`src/design/wfpa_pkg.sv`:
```
// ----------------------------------------------------------------------------
// wfpa_pkg - shared types and constants of the worst-fit partition allocator
// Field widths, status codes, parameter defaults, and the records that are
// passed along the cell row.
// ----------------------------------------------------------------------------
`default_nettype none
package wfpa_pkg;

  localparam int MAX_PARTS_DEF    = 16;
  localparam int HEADER_BYTES_DEF = 16;

  localparam int SIZE_W = 21;  // partition data size and heap size
  localparam int ADDR_W = 20;  // heap offsets
  localparam int RND_W  = 22;  // rounded request, can reach 2^21

  localparam logic [SIZE_W-1:0] HEAP_MIN   = SIZE_W'(64);
  localparam logic [SIZE_W-1:0] HEAP_MAX   = SIZE_W'(1048576);
  localparam logic [SIZE_W-1:0] HEAP_RESET = SIZE_W'(4096);

  localparam logic OP_ALLOC = 1'b0;
  localparam logic OP_FREE  = 1'b1;

  localparam logic [1:0] ST_OK       = 2'd0;
  localparam logic [1:0] ST_NO_FIT   = 2'd1;
  localparam logic [1:0] ST_NOT_FOUND = 2'd2;

  // search record handed from cell to cell
  typedef struct packed {
    logic              hit;
    logic [SIZE_W-1:0] size;
    logic [ADDR_W-1:0] start;
  } wfpa_rec_t;

  // broadcast control from the sequencer to every cell
  typedef struct packed {
    logic              op;
    logic [RND_W-1:0]  rounded;
    logic [ADDR_W-1:0] addr;
    logic              upd;
    logic              split;
    logic [ADDR_W-1:0] hole_start;
    logic [SIZE_W-1:0] hole_size;
    logic              init;
    logic [SIZE_W-1:0] init_size;
  } wfpa_ctl_t;

endpackage
`default_nettype wire

```
`src/design/wfpa_if.sv`:
```
// ----------------------------------------------------------------------------
// wfpa interfaces - request, response and configuration channels
// Valid/ready channels carrying the allocator payloads.
// ----------------------------------------------------------------------------
`default_nettype none
interface wfpa_req_if;
  logic        valid;
  logic        ready;
  logic        op;
  logic [20:0] request_size;
  logic [19:0] block_address;
  modport source (output valid, op, request_size, block_address, input ready);
  modport sink   (input valid, op, request_size, block_address, output ready);
endinterface

interface wfpa_rsp_if;
  logic        valid;
  logic        ready;
  logic [1:0]  status;
  logic [19:0] data_offset;
  modport source (output valid, status, data_offset, input ready);
  modport sink   (input valid, status, data_offset, output ready);
endinterface

interface wfpa_cfg_if;
  logic        valid;
  logic        ready;
  logic [20:0] data;
  modport source (output valid, data, input ready);
  modport sink   (input valid, data, output ready);
endinterface
`default_nettype wire

```
`src/design/wfpa_cell.sv`:
```
// ----------------------------------------------------------------------------
// wfpa_cell - one partition table entry
// Holds start, size and busy flag, refines the search record from its left
// neighbour each cycle, and shifts right when a hole is inserted before it.
// ----------------------------------------------------------------------------
`default_nettype none
module wfpa_cell #(
  parameter int CELL_IDX     = 0,
  parameter int IDXW         = 4,
  parameter int HEADER_BYTES = 16
) (
  input  wire                               clk,
  input  wfpa_pkg::wfpa_ctl_t               ctl,
  input  wire                               active,
  input  wire  [IDXW-1:0]                   tgt_idx,
  input  wfpa_pkg::wfpa_rec_t               left_rec,
  input  wire  [IDXW-1:0]                   left_idx,
  input  wire  [wfpa_pkg::ADDR_W-1:0]       left_start,
  input  wire  [wfpa_pkg::SIZE_W-1:0]       left_size,
  input  wire                               left_busy,
  output wfpa_pkg::wfpa_rec_t               rec,
  output logic [IDXW-1:0]                   rec_idx,
  output logic [wfpa_pkg::ADDR_W-1:0]       start,
  output logic [wfpa_pkg::SIZE_W-1:0]       size,
  output logic                              busy
);
  import wfpa_pkg::*;

  localparam logic [IDXW:0] MY_IDX = (IDXW+1)'(CELL_IDX);

  logic             cand;
  logic             take;
  logic [ADDR_W:0]  data_ofs;
  logic [IDXW:0]    tgt_ext;

  // candidate test for this entry
  always_comb begin
    data_ofs = {1'b0, start} + (ADDR_W+1)'(HEADER_BYTES);
    tgt_ext  = {1'b0, tgt_idx};
    if (ctl.op == OP_ALLOC) begin
      cand = active && !busy && ({1'b0, size} >= ctl.rounded);
      take = cand && (!left_rec.hit || (size > left_rec.size));
    end else begin
      cand = active && (data_ofs == {1'b0, ctl.addr});
      take = cand && !left_rec.hit;
    end
  end

  // search record stage
  always_ff @(posedge clk) begin
    if (take) begin
      rec.hit   <= 1'b1;
      rec.size  <= size;
      rec.start <= start;
      rec_idx   <= IDXW'(CELL_IDX);
    end else begin
      rec     <= left_rec;
      rec_idx <= left_idx;
    end
  end

  // entry update
  always_ff @(posedge clk) begin
    if (ctl.init) begin
      if (CELL_IDX == 0) begin
        start <= '0;
        size  <= ctl.init_size;
        busy  <= 1'b0;
      end
    end else if (ctl.upd) begin
      if (ctl.op == OP_FREE) begin
        if (MY_IDX == tgt_ext) busy <= 1'b0;
      end else begin
        if (MY_IDX == tgt_ext) begin
          busy <= 1'b1;
          if (ctl.split) size <= ctl.rounded[SIZE_W-1:0];
        end else if (ctl.split && (MY_IDX == tgt_ext + 1'b1)) begin
          start <= ctl.hole_start;
          size  <= ctl.hole_size;
          busy  <= 1'b0;
        end else if (ctl.split && (MY_IDX > tgt_ext + 1'b1)) begin
          start <= left_start;
          size  <= left_size;
          busy  <= left_busy;
        end
      end
    end
  end

endmodule
`default_nettype wire

```
`src/design/worst_fit_partition_allocator.sv`:
```
// Operation: a request is accepted only in the idle state, the search record
// then ripples through the whole row of MAX_PARTS cells before the update
// state, and no new request is taken until the response has been registered.
// Reset: synchronous, heap_size 4096, one free partition at offset 0.
// A heap_size write reinitialises the table.
// ----------------------------------------------------------------------------
// worst_fit_partition_allocator - worst-fit heap partition table
// Row of table cells with a search record passed along it, plus a sequencer
// that rounds requests, decides the split and returns the response.
// ----------------------------------------------------------------------------
`default_nettype none
module worst_fit_partition_allocator #(
  parameter int MAX_PARTS    = wfpa_pkg::MAX_PARTS_DEF,
  parameter int HEADER_BYTES = wfpa_pkg::HEADER_BYTES_DEF
) (
  input wire           clk,
  input wire           rst,
  wfpa_req_if.sink     req,
  wfpa_rsp_if.source   rsp,
  wfpa_cfg_if.sink     cfg
);
  import wfpa_pkg::*;

  localparam int IDXW = (MAX_PARTS > 1) ? $clog2(MAX_PARTS) : 1;
  localparam int CW   = $clog2(MAX_PARTS + 1);

  typedef enum logic [1:0] {S_IDLE, S_SCAN, S_UPD} state_t;

  state_t             state;
  logic [CW-1:0]      scan_cnt;
  logic [CW-1:0]      count;
  logic               op;
  logic [RND_W-1:0]   rounded;
  logic [ADDR_W-1:0]  addr;
  logic               rsp_valid;
  logic [1:0]         rsp_status;
  logic [ADDR_W-1:0]  rsp_ofs;

  wfpa_ctl_t          ctl;
  wfpa_rec_t          rec   [MAX_PARTS];
  logic [IDXW-1:0]    ridx  [MAX_PARTS];
  logic [ADDR_W-1:0]  cstart[MAX_PARTS];
  logic [SIZE_W-1:0]  csize [MAX_PARTS];
  logic               cbusy [MAX_PARTS];

  logic [RND_W-1:0]   req_rnd;
  logic [SIZE_W-1:0]  cfg_heap;
  logic               cfg_wr;
  logic               go;
  logic               split;
  wfpa_rec_t          best;

  assign req.ready = (state == S_IDLE);
  assign cfg.ready = 1'b1;
  assign rsp.valid       = rsp_valid;
  assign rsp.status      = rsp_status;
  assign rsp.data_offset = rsp_ofs;

  // request rounding, heap clamping, split decision
  always_comb begin
    if (req.request_size == '0) req_rnd = RND_W'(4);
    else req_rnd = ({1'b0, req.request_size} + RND_W'(3)) & ~RND_W'(3);
    if (cfg.data < HEAP_MIN) cfg_heap = HEAP_MIN;
    else if (cfg.data > HEAP_MAX) cfg_heap = HEAP_MAX;
    else cfg_heap = cfg.data;
    cfg_wr = cfg.valid;
    best   = rec[MAX_PARTS-1];
    go     = (state == S_UPD) && (!rsp_valid || rsp.ready);
    split  = ({2'b00, best.size} >= ({1'b0, rounded} + (RND_W+1)'(HEADER_BYTES + 4)))
             && (count < CW'(MAX_PARTS));
  end

  // broadcast control
  always_comb begin
    ctl.op         = op;
    ctl.rounded    = rounded;
    ctl.addr       = addr;
    ctl.upd        = go && best.hit;
    ctl.split      = split;
    ctl.hole_start = ADDR_W'({1'b0, best.start} + (ADDR_W+1)'(HEADER_BYTES)
                             + rounded[ADDR_W:0]);
    ctl.hole_size  = SIZE_W'({1'b0, best.size} - (RND_W)'(HEADER_BYTES) - rounded);
    ctl.init       = rst || cfg_wr;
    if (rst) ctl.init_size = HEAP_RESET - SIZE_W'(HEADER_BYTES);
    else if (cfg_heap > SIZE_W'(HEADER_BYTES)) ctl.init_size = cfg_heap - SIZE_W'(HEADER_BYTES);
    else ctl.init_size = '0;
  end

  // row of cells
  for (genvar k = 0; k < MAX_PARTS; k++) begin : g_cell
    wfpa_rec_t          lrec;
    logic [IDXW-1:0]    lidx;
    logic [ADDR_W-1:0]  lstart;
    logic [SIZE_W-1:0]  lsize;
    logic               lbusy;
    if (k == 0) begin : g_head
      assign lrec   = '0;
      assign lidx   = '0;
      assign lstart = '0;
      assign lsize  = '0;
      assign lbusy  = 1'b0;
    end else begin : g_link
      assign lrec   = rec[k-1];
      assign lidx   = ridx[k-1];
      assign lstart = cstart[k-1];
      assign lsize  = csize[k-1];
      assign lbusy  = cbusy[k-1];
    end
    wfpa_cell #(
      .CELL_IDX(k), .IDXW(IDXW), .HEADER_BYTES(HEADER_BYTES)
    ) u_cell (
      .clk(clk), .ctl(ctl), .active(count > CW'(k)),
      .tgt_idx(ridx[MAX_PARTS-1]),
      .left_rec(lrec), .left_idx(lidx),
      .left_start(lstart), .left_size(lsize), .left_busy(lbusy),
      .rec(rec[k]), .rec_idx(ridx[k]),
      .start(cstart[k]), .size(csize[k]), .busy(cbusy[k])
    );
  end

  // sequencer
  always_ff @(posedge clk) begin
    if (rst) begin
      state     <= S_IDLE;
      scan_cnt  <= '0;
      count     <= CW'(1);
      rsp_valid <= 1'b0;
    end else begin
      if (rsp_valid && rsp.ready) rsp_valid <= 1'b0;
      if (cfg_wr) count <= CW'(1);
      case (state)
        S_IDLE: begin
          if (req.valid) begin
            op       <= req.op;
            rounded  <= req_rnd;
            addr     <= req.block_address;
            scan_cnt <= '0;
            state    <= S_SCAN;
          end
        end
        S_SCAN: begin
          scan_cnt <= scan_cnt + 1'b1;
          if (scan_cnt == CW'(MAX_PARTS - 1)) state <= S_UPD;
        end
        S_UPD: begin
          if (go) begin
            rsp_valid <= 1'b1;
            state     <= S_IDLE;
            if (!best.hit) begin
              rsp_status <= (op == OP_ALLOC) ? ST_NO_FIT : ST_NOT_FOUND;
              rsp_ofs    <= '0;
            end else if (op == OP_FREE) begin
              rsp_status <= ST_OK;
              rsp_ofs    <= '0;
            end else begin
              rsp_status <= ST_OK;
              rsp_ofs    <= best.start + ADDR_W'(HEADER_BYTES);
              if (split) count <= count + 1'b1;
            end
          end
        end
        default: state <= S_IDLE;
      endcase
    end
  end

endmodule
`default_nettype wire

```
`src/flat_wrapper.sv`:
```
// flat-port wrapper written by rule: the top's interface ports become plain ports
module worst_fit_partition_allocator_flat import wfpa_pkg::*;
#(
  parameter int MAX_PARTS    = wfpa_pkg::MAX_PARTS_DEF,
  parameter int HEADER_BYTES = wfpa_pkg::HEADER_BYTES_DEF
)
  (clk, rst, req_valid, req_op, req_request_size, req_block_address, req_ready, rsp_valid, rsp_status, rsp_data_offset, rsp_ready, cfg_valid, cfg_data, cfg_ready);
  wfpa_req_if req_i ();
  wfpa_rsp_if rsp_i ();
  wfpa_cfg_if cfg_i ();
  input wire clk;
  input wire rst;
  input wire logic [$bits(req_i.valid)-1:0] req_valid;
  input wire logic [$bits(req_i.op)-1:0] req_op;
  input wire logic [$bits(req_i.request_size)-1:0] req_request_size;
  input wire logic [$bits(req_i.block_address)-1:0] req_block_address;
  output wire logic [$bits(req_i.ready)-1:0] req_ready;
  output wire logic [$bits(rsp_i.valid)-1:0] rsp_valid;
  output wire logic [$bits(rsp_i.status)-1:0] rsp_status;
  output wire logic [$bits(rsp_i.data_offset)-1:0] rsp_data_offset;
  input wire logic [$bits(rsp_i.ready)-1:0] rsp_ready;
  input wire logic [$bits(cfg_i.valid)-1:0] cfg_valid;
  input wire logic [$bits(cfg_i.data)-1:0] cfg_data;
  output wire logic [$bits(cfg_i.ready)-1:0] cfg_ready;
  assign req_i.valid = req_valid;
  assign req_i.op = req_op;
  assign req_i.request_size = req_request_size;
  assign req_i.block_address = req_block_address;
  assign req_ready = req_i.ready;
  assign rsp_valid = rsp_i.valid;
  assign rsp_status = rsp_i.status;
  assign rsp_data_offset = rsp_i.data_offset;
  assign rsp_i.ready = rsp_ready;
  assign cfg_i.valid = cfg_valid;
  assign cfg_i.data = cfg_data;
  assign cfg_ready = cfg_i.ready;
  worst_fit_partition_allocator #(.MAX_PARTS(MAX_PARTS), .HEADER_BYTES(HEADER_BYTES)) u_core (.clk(clk), .rst(rst), .req(req_i), .rsp(rsp_i), .cfg(cfg_i));
endmodule
```
`config.mk`:
```
export PLATFORM = sky130hd
export DESIGN_NAME = worst_fit_partition_allocator_flat
export DESIGN_NICKNAME = d
export VERILOG_FILES = /design/src/design/wfpa_pkg.sv /design/src/design/wfpa_if.sv /design/src/design/wfpa_cell.sv /design/src/design/worst_fit_partition_allocator.sv /design/src/flat_wrapper.sv
export SDC_FILE = /design/constraint.sdc
export NUM_CORES = 2
export LEC_CHECK = 0
export BUFFER_PORTS_ARGS = -buffer_cell sky130_fd_sc_hd__buf_2
export CAP_MARGIN = 20
export CORE_MARGIN = 4
export CORE_UTILIZATION = 62
export DETAILED_ROUTE_END_ITERATION = 16
export PLACE_DENSITY_LB_ADDON = 0.15
export SKIP_LAST_GASP = 1
export SYNTH_ARGS = -nofsm -noshare
export SYNTH_HDL_FRONTEND = slang
export SYNTH_HIERARCHICAL = 1
export SYNTH_SLANG_ARGS = --single-unit
```
`constraint.sdc`:
```
create_clock -name clk -period 11.3 [get_ports clk]
set_clock_uncertainty 0.2 [all_clocks]
set_input_delay 1.13 -clock clk [delete_from_list [all_inputs] [get_ports clk]]
set_output_delay 1.13 -clock clk [all_outputs]
set_load 0.01 [all_outputs]
```
Word level (Yosys, flattened, before mapping)
Cells that the tools add are included.
{ "classes": {"add_sub_neg": 27, "magnitude_cmp": 68, "eq_ne": 85, "muxes": 217, "n_bitwise": 20, "n_reduce_logical": 255} }
{ "ops": {"columns": ["operator", "n"], "rows": [
  ["$mux 21", 56],
  ["$mux 20", 32],
  ["$mux 41", 15],
  ["$ge 21x22->1", 16],
  ["$add 20x5->21 const B", 16],
  ["$eq 21x20->1", 16],
  ["$gt 21x21->1", 15],
  ["$reduce_and 5->1", 30],
  ["$logic_and 1x1->1", 114],
  ["$mux 1", 100],
  ["$reduce_and 4->1", 17],
  ["$reduce_bool 3->1", 16],
  ["$mux 42", 1],
  ["$sub 21x5->21 const B", 2],
  ["$add 20x5->20 const B", 2],
  ["$eq 4x5->1 const A", 8],
  ["$gt 4x5->1 const A", 8],
  ["$gt 5x4->1 const B", 8],
  ["$ne 2x2->1 const B", 18],
  ["$reduce_bool 2->1", 18],
  ["$mux 5", 7],
  ["$ne 2x1->1 const B", 17],
  ["$eq 4x4->1 const A", 8],
  ["$logic_not 1->1", 32],
  ["other kinds (39)", 100]
]} }
{ "word_totals": {"ff_bits": 1482, "inputBits": 68, "out_inout_bits": 25, "elab_cells": 793} }

Depth between registers and ports, before layout
{ "logic_depth": {"depth_word": 10, "ltp_mapped": 19, "depth_no_buf": 18} }

Modules after synthesis
Netlist, hierarchy kept.
{ "by_module_without_submodules": {"columns": ["module", "n_inst", "cells_each", "area_each_um2", "seq_area_each_um2"], "rows": [
  ["wfpa_cell (u_core.g_cell[4].u_cell ...)", 2, 493, 5228.8, 2182.1],
  ["worst_fit_partition_allocator", 1, 797, 6999.2, 2152.1],
  ["wfpa_cell (u_core.g_cell[9].u_cell)", 1, 659, 6117.1, 2182.1],
  ["wfpa_cell (u_core.g_cell[0].u_cell)", 1, 572, 5651.7, 1971.9],
  ["wfpa_cell (u_core.g_cell[10].u_cell)", 1, 495, 5514.0, 2182.1],
  ["wfpa_cell (u_core.g_cell[14].u_cell)", 1, 498, 5418.9, 2182.1],
  ["wfpa_cell (u_core.g_cell[1].u_cell)", 1, 494, 5377.7, 2182.1],
  ["wfpa_cell (u_core.g_cell[8].u_cell)", 1, 507, 5311.3, 2182.1],
  ["wfpa_cell (u_core.g_cell[5].u_cell)", 1, 483, 5308.8, 2182.1],
  ["wfpa_cell (u_core.g_cell[7].u_cell)", 1, 479, 5286.3, 2182.1],
  ["wfpa_cell (u_core.g_cell[13].u_cell)", 1, 483, 5280.1, 2182.1],
  ["wfpa_cell (u_core.g_cell[2].u_cell)", 1, 492, 5223.8, 2182.1],
  ["wfpa_cell (u_core.g_cell[11].u_cell)", 1, 485, 5180.0, 2182.1],
  ["wfpa_cell (u_core.g_cell[12].u_cell)", 1, 487, 5178.7, 2182.1],
  ["+2 rows", null, null, null, null]
]} }

Worst setup path before layout
Ideal clock, no wire load.
{ "synth_path": {"kind": "register -> register", "from": "register u_core.rounded[3]", "to": "register u_core/g_cell[13].u_cell/size[0] (netlist name), enable pin", "setup_ps": 357, "t_arrival_ps": 7790, "required_time_ps": 10743, "slack_ps": 2953, "path_stages_with_launch": 18, "n_path_buf": 0, "period_less_slack_ps": 8347, "cell_sequence": "edfxtp_1 > ha_1 > nor2_1 > nor2_1 > nand4_1 > xor2_1 > ha_1 > nand4_1 > o221ai_1 > a21oi_1 > o41ai_1 > a211oi_1 > nor3_1 > nand4b_1 > nor2_1 > a21oi_1 > nor4_1 > a31o_2"} }
{ "synth_rtl": {"columns": ["item", "line_no", "text"], "rows": [
  ["start, declared", "worst_fit_partition_allocator.sv:33", "logic [RND_W-1:0] rounded;"],
  ["start signal, assigned", "worst_fit_partition_allocator.sv:135", "rounded <= req_rnd;"],
  ["end signal, assigned", "wfpa_cell.sv:67", "size <= ctl.init_size;"],
  ["end signal, assigned", "wfpa_cell.sv:76", "if (ctl.split) size <= ctl.rounded[SIZE_W-1:0];"],
  ["end signal, assigned", "wfpa_cell.sv:79", "size <= ctl.hole_size;"],
  ["end, declared", "wfpa_cell.sv:24", "output logic [wfpa_pkg::SIZE_W-1:0] size,"]
]} }

==> out/summary.txt <==
Post-route setup slack: 5.13 ns
Setup TNS: 0 ns
DRC: 0
Area delta synth->final: 10.3%
Fill cell count: 11124
Hold Buf Count CTS: 0
Crit path kind: reg -> reg
Start point of the critical path: u_core/rounded[7]
Syn Inst Count: 8872
1st-iter DRT viols: 5929
Cells after DPL: 10943
Initial core utilization: 0.625
Most frequent cells in the layout: 838 x inv_1, 819 x ha_1, 766 x dfxtp_1
EDFF count, synth: 714
Post-synthesis cell type count: 126
Worst path required time: 11.53 ns
Register area: 36900 um^2
Post-CTS Resized: 0
Post-DP HPWL: 201 mm
Clk_lat worst skew: 0.80 ns
Rows: 141
Die Wd: 394 um
First-pass GRT wire length: 408 mm
Maxcap violations: 0
Total Wirelength: 269 mm
Non-filler cells, final: 11256
Most common flop cell mapped by yosys: dfxtp_1
Clock-pin slew on the worst setup and hold paths: 0.06 ns
Layout Nets: 10072
WL/cell: 23.9 um
Synth warn: 6
Clock Tree Root: clkbuf_16
Total gr overflow: 0
Leakage: 43.7 nW
Clock tree buffer depth: 3
GPL Wtd Cong: 0.986
Mean Syn Cell Area: 10.4 um^2
Hold Crit Class: reg -> reg
Most common cell after layout, fill and taps aside: inv_1
Slew margin rel.: 0.160
R2r worst-path depth: 20
WP data arrival: 6.39 ns
Hold Slack: 0.199 ns
Worst setup SP type: flip-flop
Fmax: 162 MHz
R2R Path Start: u_core/rounded[7]
Num Clock Sinks: 1484
CTS Buf Count: 161
Worst vdd ir: 0.000149 V
Crit share post-route: 0.546
Min Clock Period, post-route: 6.17 ns
Seq/Total Area, Yosys: 0.398
Status: completed
CTS tree: built
P per Cell Area: 135 nW/um^2
Critical path fanouts, max: 43
Min-Delay Endpoint: u_core/g_cell[14].u_cell/rec_idx[0]
Worst Tran Pin Value: 1.23 ns
# IOs: 93
Largest net degree at the start of global routing: 75
Capturing point of the worst reg2reg path: u_core/g_cell[13].u_cell/size[14]
Area of the multi-input gates: 51900 um^2
Seq cells post-synth: 1484
Initial antenna violation count: 11
Via count: 70013
Die Y: 394 um
Vias in the first global route: 70049
Core area: 148000 um^2
Layout Utilization: 0.690
Die area: 156000 um^2
R2R Setup Slk: 5.13 ns
Cell Area, Synth: 92600 um^2
HP Start: u_core/g_cell[13].u_cell/rec_idx[0]
Hold Path Stages: 2
DRT Pass-1 Iters: 6
Share of cells above drive strength 1: 0.171
RSZ-0062 raised after global routing: false
Asr flop ratio synth: 0
Fin. Hold Viols: 0
Final Slew Violations: 0
Crit path capture type: flip-flop
Post-CTS setup buffers: 0
Routed vias/inst: 6.22
Dpl ws: 5.22 ns
Final-report setup violation count: 0
Routed Antenna Nets: 0
Buffers on Ports: 91
GRT Total Usage: 0.336
CTS H-tree depth: 4
## stage by stage
stage	instance area, um^2	power (W)
2_1_floorplan	93200	0.00722
3_3_place_gp	96100	0.00810
3_5_place_dp	96200	0.00816
4_1_cts	102000	0.0138
5_1_grt	102000	0.0142
6_report	102000	0.0138
## flip-flops by register name (all words and copies together), names as in the netlist, 16 cells and up
| signal | count |
|---|---|
| u_core/g_cell.u_cell/rec | 672 |
| u_core/g_cell.u_cell/size | 336 |
| u_core/g_cell.u_cell/start | 320 |
| u_core/g_cell.u_cell/rec_idx | 64 |
| u_core/addr | 20 |
| u_core/rounded | 20 |
| u_core/rsp.data_offset | 20 |
| u_core/g_cell.u_cell/busy | 16 |
## critical path, cell delays in order, from the launching register on
cell      delay, ns
edfxtp_1       0.32
buf_4          0.29
nand4_2        0.26
nor2_1         0.44
nand4_1        0.17
xor2_1         0.18
ha_1           0.30
nand4_1        0.12
o221ai_1       0.19
a21oi_1        0.09
o41ai_1        0.36
a211oi_1       0.13
buf_4          0.19
nor3_2         0.16
buf_4          0.42
nand4b_1       0.22
nor2_4         0.14
buf_4          0.55
a21oi_1        0.14
nor4_2         0.31
a31o_2         0.57
## Yosys cell counts (175+ instances only)
cell type  count  area [um^2]
mux2i_1      394         3940
nor2_1       457         1720
mux2_4       241         3620
xnor2_1      294         2570
dfxtp_1      770        15400
o21ai_0      405         2030
nand3_1      241         1210
edfxtp_1     714        21400
nand2_1      481         1810
mux2_2       562         6330
clkbuf_1     175          657
nand4_1      202         1260
a21oi_1      452         2260
ha_1         819        10200
inv_1        839         3150
## layer usage
metal | global-route usage | vias up | wire length, um
met2 | 0.550 | 2835 | 123000
li1 | - | 32707 | -
met4 | 0.209 | 16 | 18800
met5 | 0 | - | 126
met1 | 0.412 | 33626 | 106000
met3 | 0.0598 | 829 | 20600
## cells by family (layout without fill, tap and decap cells)
kind of cell,count (synthesis),after routing,share of synthesized area
AOI/OAI and AO/OA,1512,1512,0.106
xor gates and xnor gates,460,460,0.0435
adders and majority gates,821,821,0.111
buffers and inverters,1149,1427,0.0540
DFF,1484,1484,0.398
muxes,1316,1316,0.165
other,2,178,0.0000811
and+or+nand+nor,2128,2128,0.122
## power breakdown
part           total (W)  internal (W)  leakage, nW  switching (W)
Sequential       0.00602       0.00586         13.0       0.000156
Combinational    0.00212      0.000740         27.9        0.00138
Clock            0.00568       0.00341         2.82        0.00226
## worst max path at each step
stage | end | slack [ns]
final | u_core/g_cell[13].u_cell/size[14] | 5.13
after global routing | u_core/g_cell[13].u_cell/size[3] | 4.79
after CTS | u_core/g_cell[13].u_cell/size[14] | 5.19
after detailed placement | u_core/g_cell[13].u_cell/size[13] | 5.22
after global placement | u_core/g_cell[13].u_cell/size[13] | 5.23
after floorplan | u_core/g_cell[13].u_cell/size[0] | 2.95
## layout make-up
cell class              instances  share of cell area
inverters                     841              0.0309
diodes                          2           0.0000490
repair buffers                283              0.0195
flip-flops and latches       1484               0.361
clock inverters                81              0.0117
clock buffers                 222              0.0449
multi-input cells            6413               0.508
well taps                    1930              0.0236
(Power assumes the default switching activity.)
